File: src/rtl/rk4qfa_pkg.sv
// Package for the RK4 quadratic flow advector: widths, payload types, micro-program.
package rk4qfa_pkg;

  localparam int WORD_W = 32;
  localparam int FRAC_W = 24;
  localparam int STEP_COUNT_WIDTH_DEF = 16;

  localparam int STEP_COUNT_RST = 2000;
  localparam int STEP_SIZE_RST = 167772;
  localparam int COEFF_A_RST = -8388608;

  localparam int CFG_IDX_W = 2;
  localparam logic [CFG_IDX_W-1:0] CFG_STEP_COUNT = 2'd0;
  localparam logic [CFG_IDX_W-1:0] CFG_STEP_SIZE = 2'd1;
  localparam logic [CFG_IDX_W-1:0] CFG_COEFF_A = 2'd2;

  localparam logic [63:0] WORD_MAX_U = (64'd1 << (WORD_W - 1)) - 64'd1;
  localparam logic [63:0] HALF_RAW = 64'd1 << (FRAC_W - 1);
  localparam logic [63:0] SIXTH_RAW = ((64'd1 << FRAC_W) + 64'd3) / 64'd6;
  localparam logic [63:0] HALF_CLAMP = (HALF_RAW > WORD_MAX_U) ? WORD_MAX_U : HALF_RAW;
  localparam logic [63:0] SIXTH_CLAMP = (SIXTH_RAW > WORD_MAX_U) ? WORD_MAX_U : SIXTH_RAW;
  localparam logic signed [WORD_W-1:0] HALF_C = HALF_CLAMP[WORD_W-1:0];
  localparam logic signed [WORD_W-1:0] SIXTH_C = SIXTH_CLAMP[WORD_W-1:0];
  localparam logic signed [WORD_W-1:0] WORD_MAX = {1'b0, {(WORD_W-1){1'b1}}};
  localparam logic signed [WORD_W-1:0] WORD_MIN = {1'b1, {(WORD_W-1){1'b0}}};

  localparam int PC_W = 6;
  localparam logic [PC_W-1:0] LAST_PC = 6'd51;

  typedef struct packed {
    logic signed [WORD_W-1:0] x1_start;
    logic signed [WORD_W-1:0] x2_start;
  } in_t;

  typedef struct packed {
    logic signed [WORD_W-1:0] x1_end;
    logic signed [WORD_W-1:0] x2_end;
    logic                     saturated;
  } res_t;

  typedef enum logic [1:0] {
    ST_IDLE,
    ST_EXEC,
    ST_MULW,
    ST_DONE
  } st_e;

  typedef enum logic [1:0] {
    OP_ADD,
    OP_NEG,
    OP_MUL
  } op_e;

  typedef enum logic [4:0] {
    SRC_X1, SRC_X2, SRC_E1, SRC_E2, SRC_F1, SRC_F2, SRC_T, SRC_S,
    SRC_K0, SRC_K1, SRC_K2, SRC_K3, SRC_K4, SRC_K5, SRC_K6, SRC_K7,
    SRC_HALF, SRC_SIXTH, SRC_DT, SRC_A
  } src_e;

  typedef struct packed {
    op_e  op;
    src_e a;
    src_e b;
    src_e dst;
  } uop_t;

  function automatic uop_t mk(input op_e o, input src_e a, input src_e b, input src_e d);
    uop_t u;
    u.op  = o;
    u.a   = a;
    u.b   = b;
    u.dst = d;
    return u;
  endfunction

  // One full RK4 step: four slope stages, then the weighted update of both coordinates.
  function automatic uop_t uop_at(input logic [PC_W-1:0] pc);
    uop_t u;
    case (pc)
      6'd0:  u = mk(OP_MUL, SRC_X1, SRC_X2, SRC_F1);
      6'd1:  u = mk(OP_MUL, SRC_A, SRC_X1, SRC_T);
      6'd2:  u = mk(OP_MUL, SRC_T, SRC_X1, SRC_T);
      6'd3:  u = mk(OP_NEG, SRC_X2, SRC_X2, SRC_F2);
      6'd4:  u = mk(OP_ADD, SRC_F2, SRC_T, SRC_F2);
      6'd5:  u = mk(OP_MUL, SRC_F1, SRC_DT, SRC_K0);
      6'd6:  u = mk(OP_MUL, SRC_F2, SRC_DT, SRC_K1);
      6'd7:  u = mk(OP_MUL, SRC_K0, SRC_HALF, SRC_T);
      6'd8:  u = mk(OP_ADD, SRC_X1, SRC_T, SRC_E1);
      6'd9:  u = mk(OP_MUL, SRC_K1, SRC_HALF, SRC_T);
      6'd10: u = mk(OP_ADD, SRC_X2, SRC_T, SRC_E2);
      6'd11: u = mk(OP_MUL, SRC_E1, SRC_E2, SRC_F1);
      6'd12: u = mk(OP_MUL, SRC_A, SRC_E1, SRC_T);
      6'd13: u = mk(OP_MUL, SRC_T, SRC_E1, SRC_T);
      6'd14: u = mk(OP_NEG, SRC_E2, SRC_E2, SRC_F2);
      6'd15: u = mk(OP_ADD, SRC_F2, SRC_T, SRC_F2);
      6'd16: u = mk(OP_MUL, SRC_F1, SRC_DT, SRC_K2);
      6'd17: u = mk(OP_MUL, SRC_F2, SRC_DT, SRC_K3);
      6'd18: u = mk(OP_MUL, SRC_K2, SRC_HALF, SRC_T);
      6'd19: u = mk(OP_ADD, SRC_X1, SRC_T, SRC_E1);
      6'd20: u = mk(OP_MUL, SRC_K3, SRC_HALF, SRC_T);
      6'd21: u = mk(OP_ADD, SRC_X2, SRC_T, SRC_E2);
      6'd22: u = mk(OP_MUL, SRC_E1, SRC_E2, SRC_F1);
      6'd23: u = mk(OP_MUL, SRC_A, SRC_E1, SRC_T);
      6'd24: u = mk(OP_MUL, SRC_T, SRC_E1, SRC_T);
      6'd25: u = mk(OP_NEG, SRC_E2, SRC_E2, SRC_F2);
      6'd26: u = mk(OP_ADD, SRC_F2, SRC_T, SRC_F2);
      6'd27: u = mk(OP_MUL, SRC_F1, SRC_DT, SRC_K4);
      6'd28: u = mk(OP_MUL, SRC_F2, SRC_DT, SRC_K5);
      6'd29: u = mk(OP_ADD, SRC_X1, SRC_K4, SRC_E1);
      6'd30: u = mk(OP_ADD, SRC_X2, SRC_K5, SRC_E2);
      6'd31: u = mk(OP_MUL, SRC_E1, SRC_E2, SRC_F1);
      6'd32: u = mk(OP_MUL, SRC_A, SRC_E1, SRC_T);
      6'd33: u = mk(OP_MUL, SRC_T, SRC_E1, SRC_T);
      6'd34: u = mk(OP_NEG, SRC_E2, SRC_E2, SRC_F2);
      6'd35: u = mk(OP_ADD, SRC_F2, SRC_T, SRC_F2);
      6'd36: u = mk(OP_MUL, SRC_F1, SRC_DT, SRC_K6);
      6'd37: u = mk(OP_MUL, SRC_F2, SRC_DT, SRC_K7);
      6'd38: u = mk(OP_ADD, SRC_K2, SRC_K2, SRC_S);
      6'd39: u = mk(OP_ADD, SRC_K0, SRC_S, SRC_S);
      6'd40: u = mk(OP_ADD, SRC_K4, SRC_K4, SRC_T);
      6'd41: u = mk(OP_ADD, SRC_S, SRC_T, SRC_S);
      6'd42: u = mk(OP_ADD, SRC_S, SRC_K6, SRC_S);
      6'd43: u = mk(OP_MUL, SRC_S, SRC_SIXTH, SRC_T);
      6'd44: u = mk(OP_ADD, SRC_X1, SRC_T, SRC_X1);
      6'd45: u = mk(OP_ADD, SRC_K3, SRC_K3, SRC_S);
      6'd46: u = mk(OP_ADD, SRC_K1, SRC_S, SRC_S);
      6'd47: u = mk(OP_ADD, SRC_K5, SRC_K5, SRC_T);
      6'd48: u = mk(OP_ADD, SRC_S, SRC_T, SRC_S);
      6'd49: u = mk(OP_ADD, SRC_S, SRC_K7, SRC_S);
      6'd50: u = mk(OP_MUL, SRC_S, SRC_SIXTH, SRC_T);
      6'd51: u = mk(OP_ADD, SRC_X2, SRC_T, SRC_X2);
      default: u = mk(OP_ADD, SRC_T, SRC_T, SRC_T);
    endcase
    return u;
  endfunction

endpackage

File: src/rtl/rk4_quadratic_flow_advector.sv
// RK4 advector for dx1 = x1*x2, dx2 = -x2 + a*x1^2: micro-programmed shared fixed-point ALU.
// Each RK4 step runs 52 micro-ops on one shared multiplier and saturating adder:
// 26 multiplies (product in ST_EXEC, then round and clip in ST_MULW) and 26 adds and negates.
// A new request is taken only while idle; busy stays high until done_o ends.
// Reset: idle, control and config registers at their reset values; results cannot be stalled by the receiver.
module rk4_quadratic_flow_advector #(
  parameter int STEP_COUNT_WIDTH = rk4qfa_pkg::STEP_COUNT_WIDTH_DEF
) (
  input  logic                                 clk_i,
  input  logic                                 rst_ni,
  input  logic                                 start,
  output logic                                 busy,
  input  rk4qfa_pkg::in_t                      in_i,
  output logic                                 done_o,
  output rk4qfa_pkg::res_t                     res_o,
  input  logic                                 cfg_we_i,
  input  logic [rk4qfa_pkg::CFG_IDX_W-1:0]     cfg_idx_i,
  input  logic [rk4qfa_pkg::WORD_W-1:0]        cfg_data_i
);
  import rk4qfa_pkg::*;

  localparam int W = WORD_W;
  localparam int PROD_W = 2 * W;
  localparam int MAG_W = PROD_W - FRAC_W;
  localparam logic [PROD_W-1:0] RND_C = PROD_W'(64'd1) << (FRAC_W - 1);

  st_e state_q, state_d;
  logic [PC_W-1:0] pc_q, pc_d;
  logic [STEP_COUNT_WIDTH-1:0] steps_q, steps_d;
  logic clip_q;

  logic [STEP_COUNT_WIDTH-1:0] step_count_q;
  logic [W-2:0] step_size_q;
  logic signed [W-1:0] coeff_a_q;

  logic signed [W-1:0] x1_q, x2_q, e1_q, e2_q, f1_q, f2_q, t_q, s_q;
  logic signed [W-1:0] k_q [8];

  logic [PROD_W-1:0] prod_q;
  logic mneg_q;
  src_e mdst_q;

  uop_t uop;
  logic signed [W-1:0] bank [2**$bits(src_e)];
  logic signed [W-1:0] op_a, op_b;

  logic wr_en;
  src_e wr_dst;
  logic signed [W-1:0] wr_val;
  logic wr_clip;

  logic accept;
  logic last_step;

  // ALU values
  logic signed [W:0] sum;
  logic signed [W-1:0] add_val, neg_val, mul_val;
  logic add_ovf, neg_ovf, mul_ovf;
  logic [W-1:0] ua, ub;
  logic [PROD_W-1:0] rnd;
  logic [MAG_W-1:0] magf, lim;

  assign accept = start && (state_q == ST_IDLE);
  assign uop = uop_at(pc_q);
  assign last_step = (steps_q + STEP_COUNT_WIDTH'(1)) == step_count_q;

  always_comb begin
    bank = '{default: '0};
    bank[SRC_X1] = x1_q;
    bank[SRC_X2] = x2_q;
    bank[SRC_E1] = e1_q;
    bank[SRC_E2] = e2_q;
    bank[SRC_F1] = f1_q;
    bank[SRC_F2] = f2_q;
    bank[SRC_T] = t_q;
    bank[SRC_S] = s_q;
    bank[SRC_K0] = k_q[0];
    bank[SRC_K1] = k_q[1];
    bank[SRC_K2] = k_q[2];
    bank[SRC_K3] = k_q[3];
    bank[SRC_K4] = k_q[4];
    bank[SRC_K5] = k_q[5];
    bank[SRC_K6] = k_q[6];
    bank[SRC_K7] = k_q[7];
    bank[SRC_HALF] = HALF_C;
    bank[SRC_SIXTH] = SIXTH_C;
    bank[SRC_DT] = {1'b0, step_size_q};
    bank[SRC_A] = coeff_a_q;
  end

  assign op_a = bank[uop.a];
  assign op_b = bank[uop.b];

  // saturating add and negate
  assign sum = {op_a[W-1], op_a} + {op_b[W-1], op_b};
  assign add_ovf = sum[W] ^ sum[W-1];
  assign add_val = add_ovf ? (sum[W] ? WORD_MIN : WORD_MAX) : sum[W-1:0];
  assign neg_ovf = (op_a == WORD_MIN);
  assign neg_val = neg_ovf ? WORD_MAX : -op_a;

  // multiply magnitudes; the product is rounded and clipped in the following cycle
  assign ua = op_a[W-1] ? W'(-op_a) : W'(op_a);
  assign ub = op_b[W-1] ? W'(-op_b) : W'(op_b);

  always_ff @(posedge clk_i) begin
    prod_q <= PROD_W'(ua) * PROD_W'(ub);
    mneg_q <= op_a[W-1] ^ op_b[W-1];
    mdst_q <= uop.dst;
  end

  assign rnd = prod_q + RND_C;
  assign magf = rnd[PROD_W-1:FRAC_W];
  assign lim = MAG_W'(WORD_MAX_U[W-1:0]) + MAG_W'(mneg_q);
  assign mul_ovf = magf > lim;
  assign mul_val = mul_ovf ? (mneg_q ? WORD_MIN : WORD_MAX)
                           : (mneg_q ? -magf[W-1:0] : magf[W-1:0]);

  always_ff @(posedge clk_i or negedge rst_ni) begin
    if (!rst_ni) begin
      state_q <= ST_IDLE;
      pc_q <= '0;
      steps_q <= '0;
      clip_q <= 1'b0;
    end else begin
      state_q <= state_d;
      pc_q <= pc_d;
      steps_q <= steps_d;
      if (accept) begin
        clip_q <= 1'b0;
      end else if (wr_en && wr_clip) begin
        clip_q <= 1'b1;
      end
    end
  end

  always_comb begin
    state_d = state_q;
    pc_d = pc_q;
    steps_d = steps_q;
    wr_en = 1'b0;
    wr_dst = uop.dst;
    wr_val = add_val;
    wr_clip = 1'b0;
    case (state_q)
      ST_IDLE: begin
        if (start) begin
          pc_d = '0;
          steps_d = '0;
          state_d = (step_count_q == '0) ? ST_DONE : ST_EXEC;
        end
      end
      ST_EXEC, ST_MULW: begin
        if (state_q == ST_EXEC && uop.op == OP_MUL) begin
          state_d = ST_MULW;
        end else begin
          wr_en = 1'b1;
          if (state_q == ST_MULW) begin
            wr_dst = mdst_q;
            wr_val = mul_val;
            wr_clip = mul_ovf;
          end else if (uop.op == OP_NEG) begin
            wr_val = neg_val;
            wr_clip = neg_ovf;
          end else begin
            wr_val = add_val;
            wr_clip = add_ovf;
          end
          state_d = ST_EXEC;
          if (pc_q == LAST_PC) begin
            pc_d = '0;
            if (last_step) begin
              state_d = ST_DONE;
            end else begin
              steps_d = steps_q + STEP_COUNT_WIDTH'(1);
            end
          end else begin
            pc_d = pc_q + PC_W'(1);
          end
        end
      end
      ST_DONE: begin
        state_d = ST_IDLE;
      end
      default: begin
        state_d = ST_IDLE;
      end
    endcase
  end

  always_ff @(posedge clk_i) begin
    if (accept) begin
      x1_q <= in_i.x1_start;
      x2_q <= in_i.x2_start;
    end else if (wr_en) begin
      case (wr_dst)
        SRC_X1: x1_q <= wr_val;
        SRC_X2: x2_q <= wr_val;
        SRC_E1: e1_q <= wr_val;
        SRC_E2: e2_q <= wr_val;
        SRC_F1: f1_q <= wr_val;
        SRC_F2: f2_q <= wr_val;
        SRC_T: t_q <= wr_val;
        SRC_S: s_q <= wr_val;
        SRC_K0: k_q[0] <= wr_val;
        SRC_K1: k_q[1] <= wr_val;
        SRC_K2: k_q[2] <= wr_val;
        SRC_K3: k_q[3] <= wr_val;
        SRC_K4: k_q[4] <= wr_val;
        SRC_K5: k_q[5] <= wr_val;
        SRC_K6: k_q[6] <= wr_val;
        SRC_K7: k_q[7] <= wr_val;
        default: ;
      endcase
    end
  end

  always_ff @(posedge clk_i or negedge rst_ni) begin
    if (!rst_ni) begin
      step_count_q <= STEP_COUNT_WIDTH'(STEP_COUNT_RST);
      step_size_q <= (W-1)'(STEP_SIZE_RST);
      coeff_a_q <= W'(COEFF_A_RST);
    end else if (cfg_we_i) begin
      case (cfg_idx_i)
        CFG_STEP_COUNT: step_count_q <= cfg_data_i[STEP_COUNT_WIDTH-1:0];
        CFG_STEP_SIZE: step_size_q <= cfg_data_i[W-2:0];
        CFG_COEFF_A: coeff_a_q <= cfg_data_i[W-1:0];
        default: ;
      endcase
    end
  end

  assign busy = (state_q != ST_IDLE);
  assign done_o = (state_q == ST_DONE);
  assign res_o.x1_end = x1_q;
  assign res_o.x2_end = x2_q;
  assign res_o.saturated = clip_q;

  a_done_one_cycle: assert property (@(posedge clk_i) disable iff (!rst_ni)
    done_o |=> !done_o)
    else $error("result strobe longer than one cycle");

  a_accept_busy: assert property (@(posedge clk_i) disable iff (!rst_ni)
    (start && !busy) |=> busy)
    else $error("request taken but block not busy");

  a_mul_issue: assert property (@(posedge clk_i) disable iff (!rst_ni)
    (state_q == ST_EXEC && uop.op == OP_MUL) |=> (state_q == ST_MULW))
    else $error("multiply issued without writeback cycle");

  a_mulw_after_exec: assert property (@(posedge clk_i) disable iff (!rst_ni)
    (state_q == ST_MULW) |-> ($past(state_q) == ST_EXEC))
    else $error("multiply writeback without issue");

  a_done_pc: assert property (@(posedge clk_i) disable iff (!rst_ni)
    done_o |-> (pc_q == '0))
    else $error("result shown in mid step");

endmodule
File: config.mk
export PLATFORM = sky130hd
export DESIGN_NAME = rk4_quadratic_flow_advector
export DESIGN_NICKNAME = d
export VERILOG_FILES = /design/src/rtl/rk4qfa_pkg.sv /design/src/rtl/rk4_quadratic_flow_advector.sv
export SDC_FILE = /design/constraint.sdc
export NUM_CORES = 2
export LEC_CHECK = 0
export ABC_AREA = 1
export BUFFER_PORTS_ARGS = -buffer_cell sky130_fd_sc_hd__buf_2
export CAP_MARGIN = 20
export CORE_UTILIZATION = 40
export DETAILED_ROUTE_END_ITERATION = 6
export GPL_ROUTABILITY_DRIVEN = 0
export GPL_TIMING_DRIVEN = 0
export PLACE_DENSITY = 0.55
export SETUP_SLACK_MARGIN = 0.2
export SLEW_MARGIN = 20
export SYNTH_ARGS = -nofsm -noshare
export SYNTH_HDL_FRONTEND = slang
export SYNTH_SLANG_ARGS = --single-unit
File: constraint.sdc
create_clock -name clk_i -period 14.3 [get_ports clk_i]
set_clock_uncertainty 0.1 [all_clocks]
set_input_delay 2.145 -clock clk_i [delete_from_list [all_inputs] [get_ports clk_i]]
set_output_delay 2.145 -clock clk_i [all_outputs]
set_load 0.01 [all_outputs]
* Word level (Yosys, flattened, before mapping)
Memory sizes are Yosys's and may differ from the RTL's. Cells that the tools add are included.
Storage, ports and cells: bits in registers 430, bits in read-only memories 1024, input bits 102, bits in writable memories 256, logic and storage cells 203, memories kept 2
Cells by class: add/subtract/negate cells 8, multiplexer cells 103, reduce and logical (&&, ||, !) cells 34, equal/unequal tests 29, multiply operators 1, bitwise gates (word level) 5, $lt $le $gt $ge 3
Memory list:
- (name not given) | depth 64, width 16, rd ports 1, clocked after Yosys merged registers in 0, wr ports 0, line rk4qfa_pkg.sv:79 | case (pc)
- k_q | depth 8, width 32, rd ports 8, clocked after Yosys merged registers in 0, wr ports 1, line rk4_quadratic_flow_advector.sv:37 | logic signed [W-1:0] k_q [8];
Operators with widths (number):
- 2-to-1 mux 32 bit | 29
- binary-select mux 32 bit (select 5 bit) | 2
- OR reduction 32 bit | 7
- negator 32 bit | 3
- adder 64 x 24 -> 64 bit (second input constant) | 1
- multiplier 32 x 32 -> 64 bit | 1
- 2-to-1 mux 16 bit | 4
- 2-to-1 mux 1 bit | 47
- equality test 5 x 4 -> 1 bit (second input constant) | 8
- > comparator 40 x 32 -> 1 bit | 1
- adder 32 x 32 -> 33 bit | 1
- adder 31 x 1 -> 32 bit (first input constant) | 1
- equality test 32 bit (second input constant) | 1
- one-hot mux 16 bit (2 select lines) | 1
- 2-to-1 mux 3 bit | 7
- AND reduction 3 bit | 7
- equality test 5 x 3 -> 1 bit (second input constant) | 4
- 2-to-1 mux 6 bit | 3
- adder 16 x 1 -> 16 bit (second input constant) | 1
- equality test 16 bit | 1
- logical NOT 16 bit | 1
- 2-to-1 mux 5 bit | 3
- >= comparator 6 bit (second input constant) | 2
- NOT 5 -> 6 bit | 2
- 19 further kinds | 45

* Logic depth before layout (Yosys ltp)
An unclocked memory read counts as a cell.
depth in word-level cells 19, gate-level depth with buffers 60, gate-level depth less buffers 58

* Worst setup path before layout
No wires, ideal clock.
path kind register -> register, start point register pc_q[0], end point register prod_q[53], arrival time 9775 ps, cell stages (with the launch flop) 51, path buffers 6, period minus slack after synthesis 9947 ps, path slack 4353 ps, library setup time 72 ps, cells stage by stage dfrtp_1 inv_1 ha_1 inv_2 nand2_1 nand2_1 nand2_1 inv_1 nand3_2 nand2_4 nand2_8 buf_8 buf_6 buf_6 buf_4 a21oi_1 a21oi_1 a31oi_1 [15 not listed] fa_1 fa_1 fa_1 inv_1 fa_1 inv_1 ha_1 nand2_1 nor2_1 inv_1 nor2_1 inv_1 nor3_1 nand3_1 o21ai_1 nand3_1 nand2_1 xor2_1
On the way: longest elaborated chain between the ends 8, elaborated cells on any way between the ends 14, classes of those cells 2 x add/sub; 1 x mul; 8 x mux; 2 x bitwise; 1 x memory
Ends and longest elaborated chain:
- start: declaration | line rk4_quadratic_flow_advector.sv:28 | logic [PC_W-1:0] pc_q, pc_d;
- start signal: assignment | line rk4_quadratic_flow_advector.sv:126 | pc_q <= pc_d;
- memory read (64 x 16 bit) *
- NOT 5 -> 6 bit, on equally long branches | line rk4_quadratic_flow_advector.sv:91, rk4_quadratic_flow_advector.sv:92
- binary-select mux 32 bit (select 5 bit), on equally long branches | line rk4_quadratic_flow_advector.sv:91, rk4_quadratic_flow_advector.sv:92
- 2-to-1 mux 32 bit, on equally long branches (2 in series) | line rk4_quadratic_flow_advector.sv:91, rk4_quadratic_flow_advector.sv:92
- negator 32 bit, on equally long branches | line rk4_quadratic_flow_advector.sv:102, rk4_quadratic_flow_advector.sv:103
- 2-to-1 mux 32 bit, on equally long branches | line rk4_quadratic_flow_advector.sv:102, rk4_quadratic_flow_advector.sv:103
- multiplier 32 x 32 -> 64 bit * | line rk4_quadratic_flow_advector.sv:106 | prod_q <= PROD_W'(ua) * PROD_W'(ub);
- end signal: assignment | line rk4_quadratic_flow_advector.sv:106
- end: declaration | line rk4_quadratic_flow_advector.sv:39 | logic [PROD_W-1:0] prod_q;
Mark *: on every way between the ends. The rest lies on a longest branch, timed or not. The select of a mux whose other input is x is not followed. A chain may end at the register's enable or synchronous reset.

* Worst setup path after layout
Same ends and word-level chain as after synthesis.

==> metrics.yaml <==
grt_pass1_wl_um: 490600
syn_avg_cell_area_sq_um: 8.077
seq_area_sq_mm: 0.01893
endpoint_kind: "flip-flop"
fin_crit_sh_pct: 97.73
htree_levels: 3
hold_viol_final: 0
initial_core_util_pct: 40.29
synth_commonest_cells: "nand2_1, inv_1, nor2_1"
place_worst_setup_slack_ns: -0.1877
fillCellCount: 18710
fin_tns_setup_ns: 0
clk_pin_slew_worst_paths_ns: 0.06
finalInstanceArea_sq_mm: 0.08384
rows: 159
numPortBuffers: 168
synth_area_leaders: "fa_1, edfxtp_1, nand2_1, inv_1, ha_1"
largest_reg_flops: 256
largest_registers: "k_q: 256 flops, prod_q: 41 flops"
cts_setup_buffers: 0
cts_buffers: 80
fmax_mhz: 71.55
violations: "design-rule violations"
yosysSeqAreaShare_pct: 24.99
grt_start_max_net_pins: 70
grt_usage_pct: 35.62
coreArea_sq_mm: 0.1880
syn-num-nets: 10720
root_buffer: "clkbuf_16"
drc: 19
rsz0062_at_grt: "false"
ys_types: 78
post_drt_wl_per_cell_um: 28.19
area_growth_pct: 10.69
hold_buffers: 0
synthCells: 9378
met3WireLength_um: 41280
arrival_ns: 14.53
drv_cap: 0
wl_met1_um: 121000
crit_type: "flip-flop to flip-flop"
vias_per_cell: 5.831
die_h_um: 437.2
vias: 71350
grt_pass1_vias: 69750
crit_path_start_kind: "flip-flop"
wl_met2_um: 148800
slew_viol_final: 0
synthFlopType: "edfxtp_1"
die_w_um: 437.2
die-area_sq_mm: 0.1911
synth_most_common_cell: "nand2_1"
cp_max_fo: 11
clock_sinks: 662
place_hpwl_um: 277100
postSynth.asyncResetShare_pct: 15.71
drt_iter0_drc: 10010
cpMaxStageDelayCell: "clkbuf_1"
synth.ff_latch_count: 662
path_common_cell: "inv_1"
dpl_cell_area_sq_mm: 0.08082
antenna_found_initial: 18
synth_edf_count: 512
synth_top_area_share_pct: 23.68
crit_path_max_incr_delay_ns: 0.81
period_needed_ns: 13.98
ys_warn_count: 0
slew_headroom_pct: 10.86
nets: 11010
drive_gt1_share_pct: 10.50
yosys.area.top_type: "fa_1"
dr.max_layer_used: "met5"
multi_input_area_sq_mm: 0.04797
layout_setup_ws_ns: 0.3240
overflow: 0
hold_path.class: "flip-flop to flip-flop"
registers.top_by_ff_count: "k_q"
clk_latency_ns: 0.77
ant_nets: 0
drt_pass1_iterations: 7
ioPinCount: 169
worstMarginPinSlew_ns: 1.337
cts-root-to-sink-buffers: 3
critPathRequiredTime_ns: 14.85
wl_um: 344900
setup_violations: 0
cts_tree: "yes"
status: "complete, but fails checks"
synth_area_sq_mm: 0.07574
-- stage by stage --
stage	utilization [%]	hold slack, ns	std cells
after global placement	42.40	0.3709	12040
after detailed placement	42.99	0.3778	12080
after global routing	44.60	0.4031	12240
after floorplan	-	0.3530	9378
after CTS	44.55	0.3907	12230
final	44.60	0.3916	12240
-- worst max-delay path: cells and delay by family (launching register included) --
family,cells,cell delay [ns]
and+or+nand+nor,14,2.96
xor gates and xnor gates,1,0.16
AOI/OAI and AO/OA,4,1.08
DFF,1,0.60
buffers and inverters,13,3.98
adders and majority gates,10,4.95
-- worst paths after layout --
check / end / slack, ns / cells past startpoint / startpoint
worst min-delay path: step_size_q[13] / 0.39 / 2 / step_size_q[13]
max in group asynchronous: coeff_a_q[26] / 12.09 / 2 / rst_ni
worst min register to register: step_size_q[13] / 0.39 / 2 / step_size_q[13]
min in group asynchronous: steps_q[2] / 1.21 / 1 / rst_ni
worst max-delay path: prod_q[53] / 0.32 / 42 / pc_q[0]
worst max register to register: prod_q[53] / 0.32 / 42 / pc_q[0]
-- layout by cell type, fill, tap and decap left out, drive strengths merged, types with 31 or more instances in the layout --
cell type / instances
xor2: 138
nand4: 54
buf: 605
o211ai: 131
ha: 347
a21boi: 34
dfrtp: 79
nand3: 580
a21oi: 431
edfxtp: 512
clkbuf: 236
inv: 1581
o21ai: 745
dfxtp: 46
nor2: 1147
o21a: 32
nand2: 1779
nor3: 63
mux2i: 31
fa: 896
-- layout make-up --
cell class | count | share of cell area [%]
Sequential cell | 662 | 22.58
Multi-Input combinational cell | 6606 | 57.22
Clock inverter | 43 | 0.7641
Buffer | 525 | 3.771
Antenna cell | 6 | 0.01791
Inverter | 1584 | 7.106
Clock buffer | 106 | 2.723
Tap cell | 2495 | 3.723
Timing Repair Buffer | 210 | 2.100
-- repair_timing --
| item | in CTS | in global routing |
|---|---|---|
| pin swaps | 0 | 0 |
| endpoints found under the setup margin | 20 | 29 |
| gates resized for setup | 4 | 29 |
-- layer usage --
metal	GRT usage (%)	vias to the layer above
li1	-	30340
met1	42.46	34600
met2	54.26	5042
met3	9.546	1353
met4	28.38	18
met5	0.05040	-
-- cells by family after synthesis --
logic type / Yosys count / share of synthesized area (%)
buf+inv: 2110 / 12.02
xor+xnor: 158 / 1.921
simple gates: 3687 / 20.21
fa+ha+maj: 1243 / 29.41
flops: 662 / 24.99
compound gates: 1486 / 11.02
mux: 32 / 0.4245
Power is left out: the tool's default activity adds up to more than one toggle a clock period on the data nets, which glitch-free logic cannot reach.
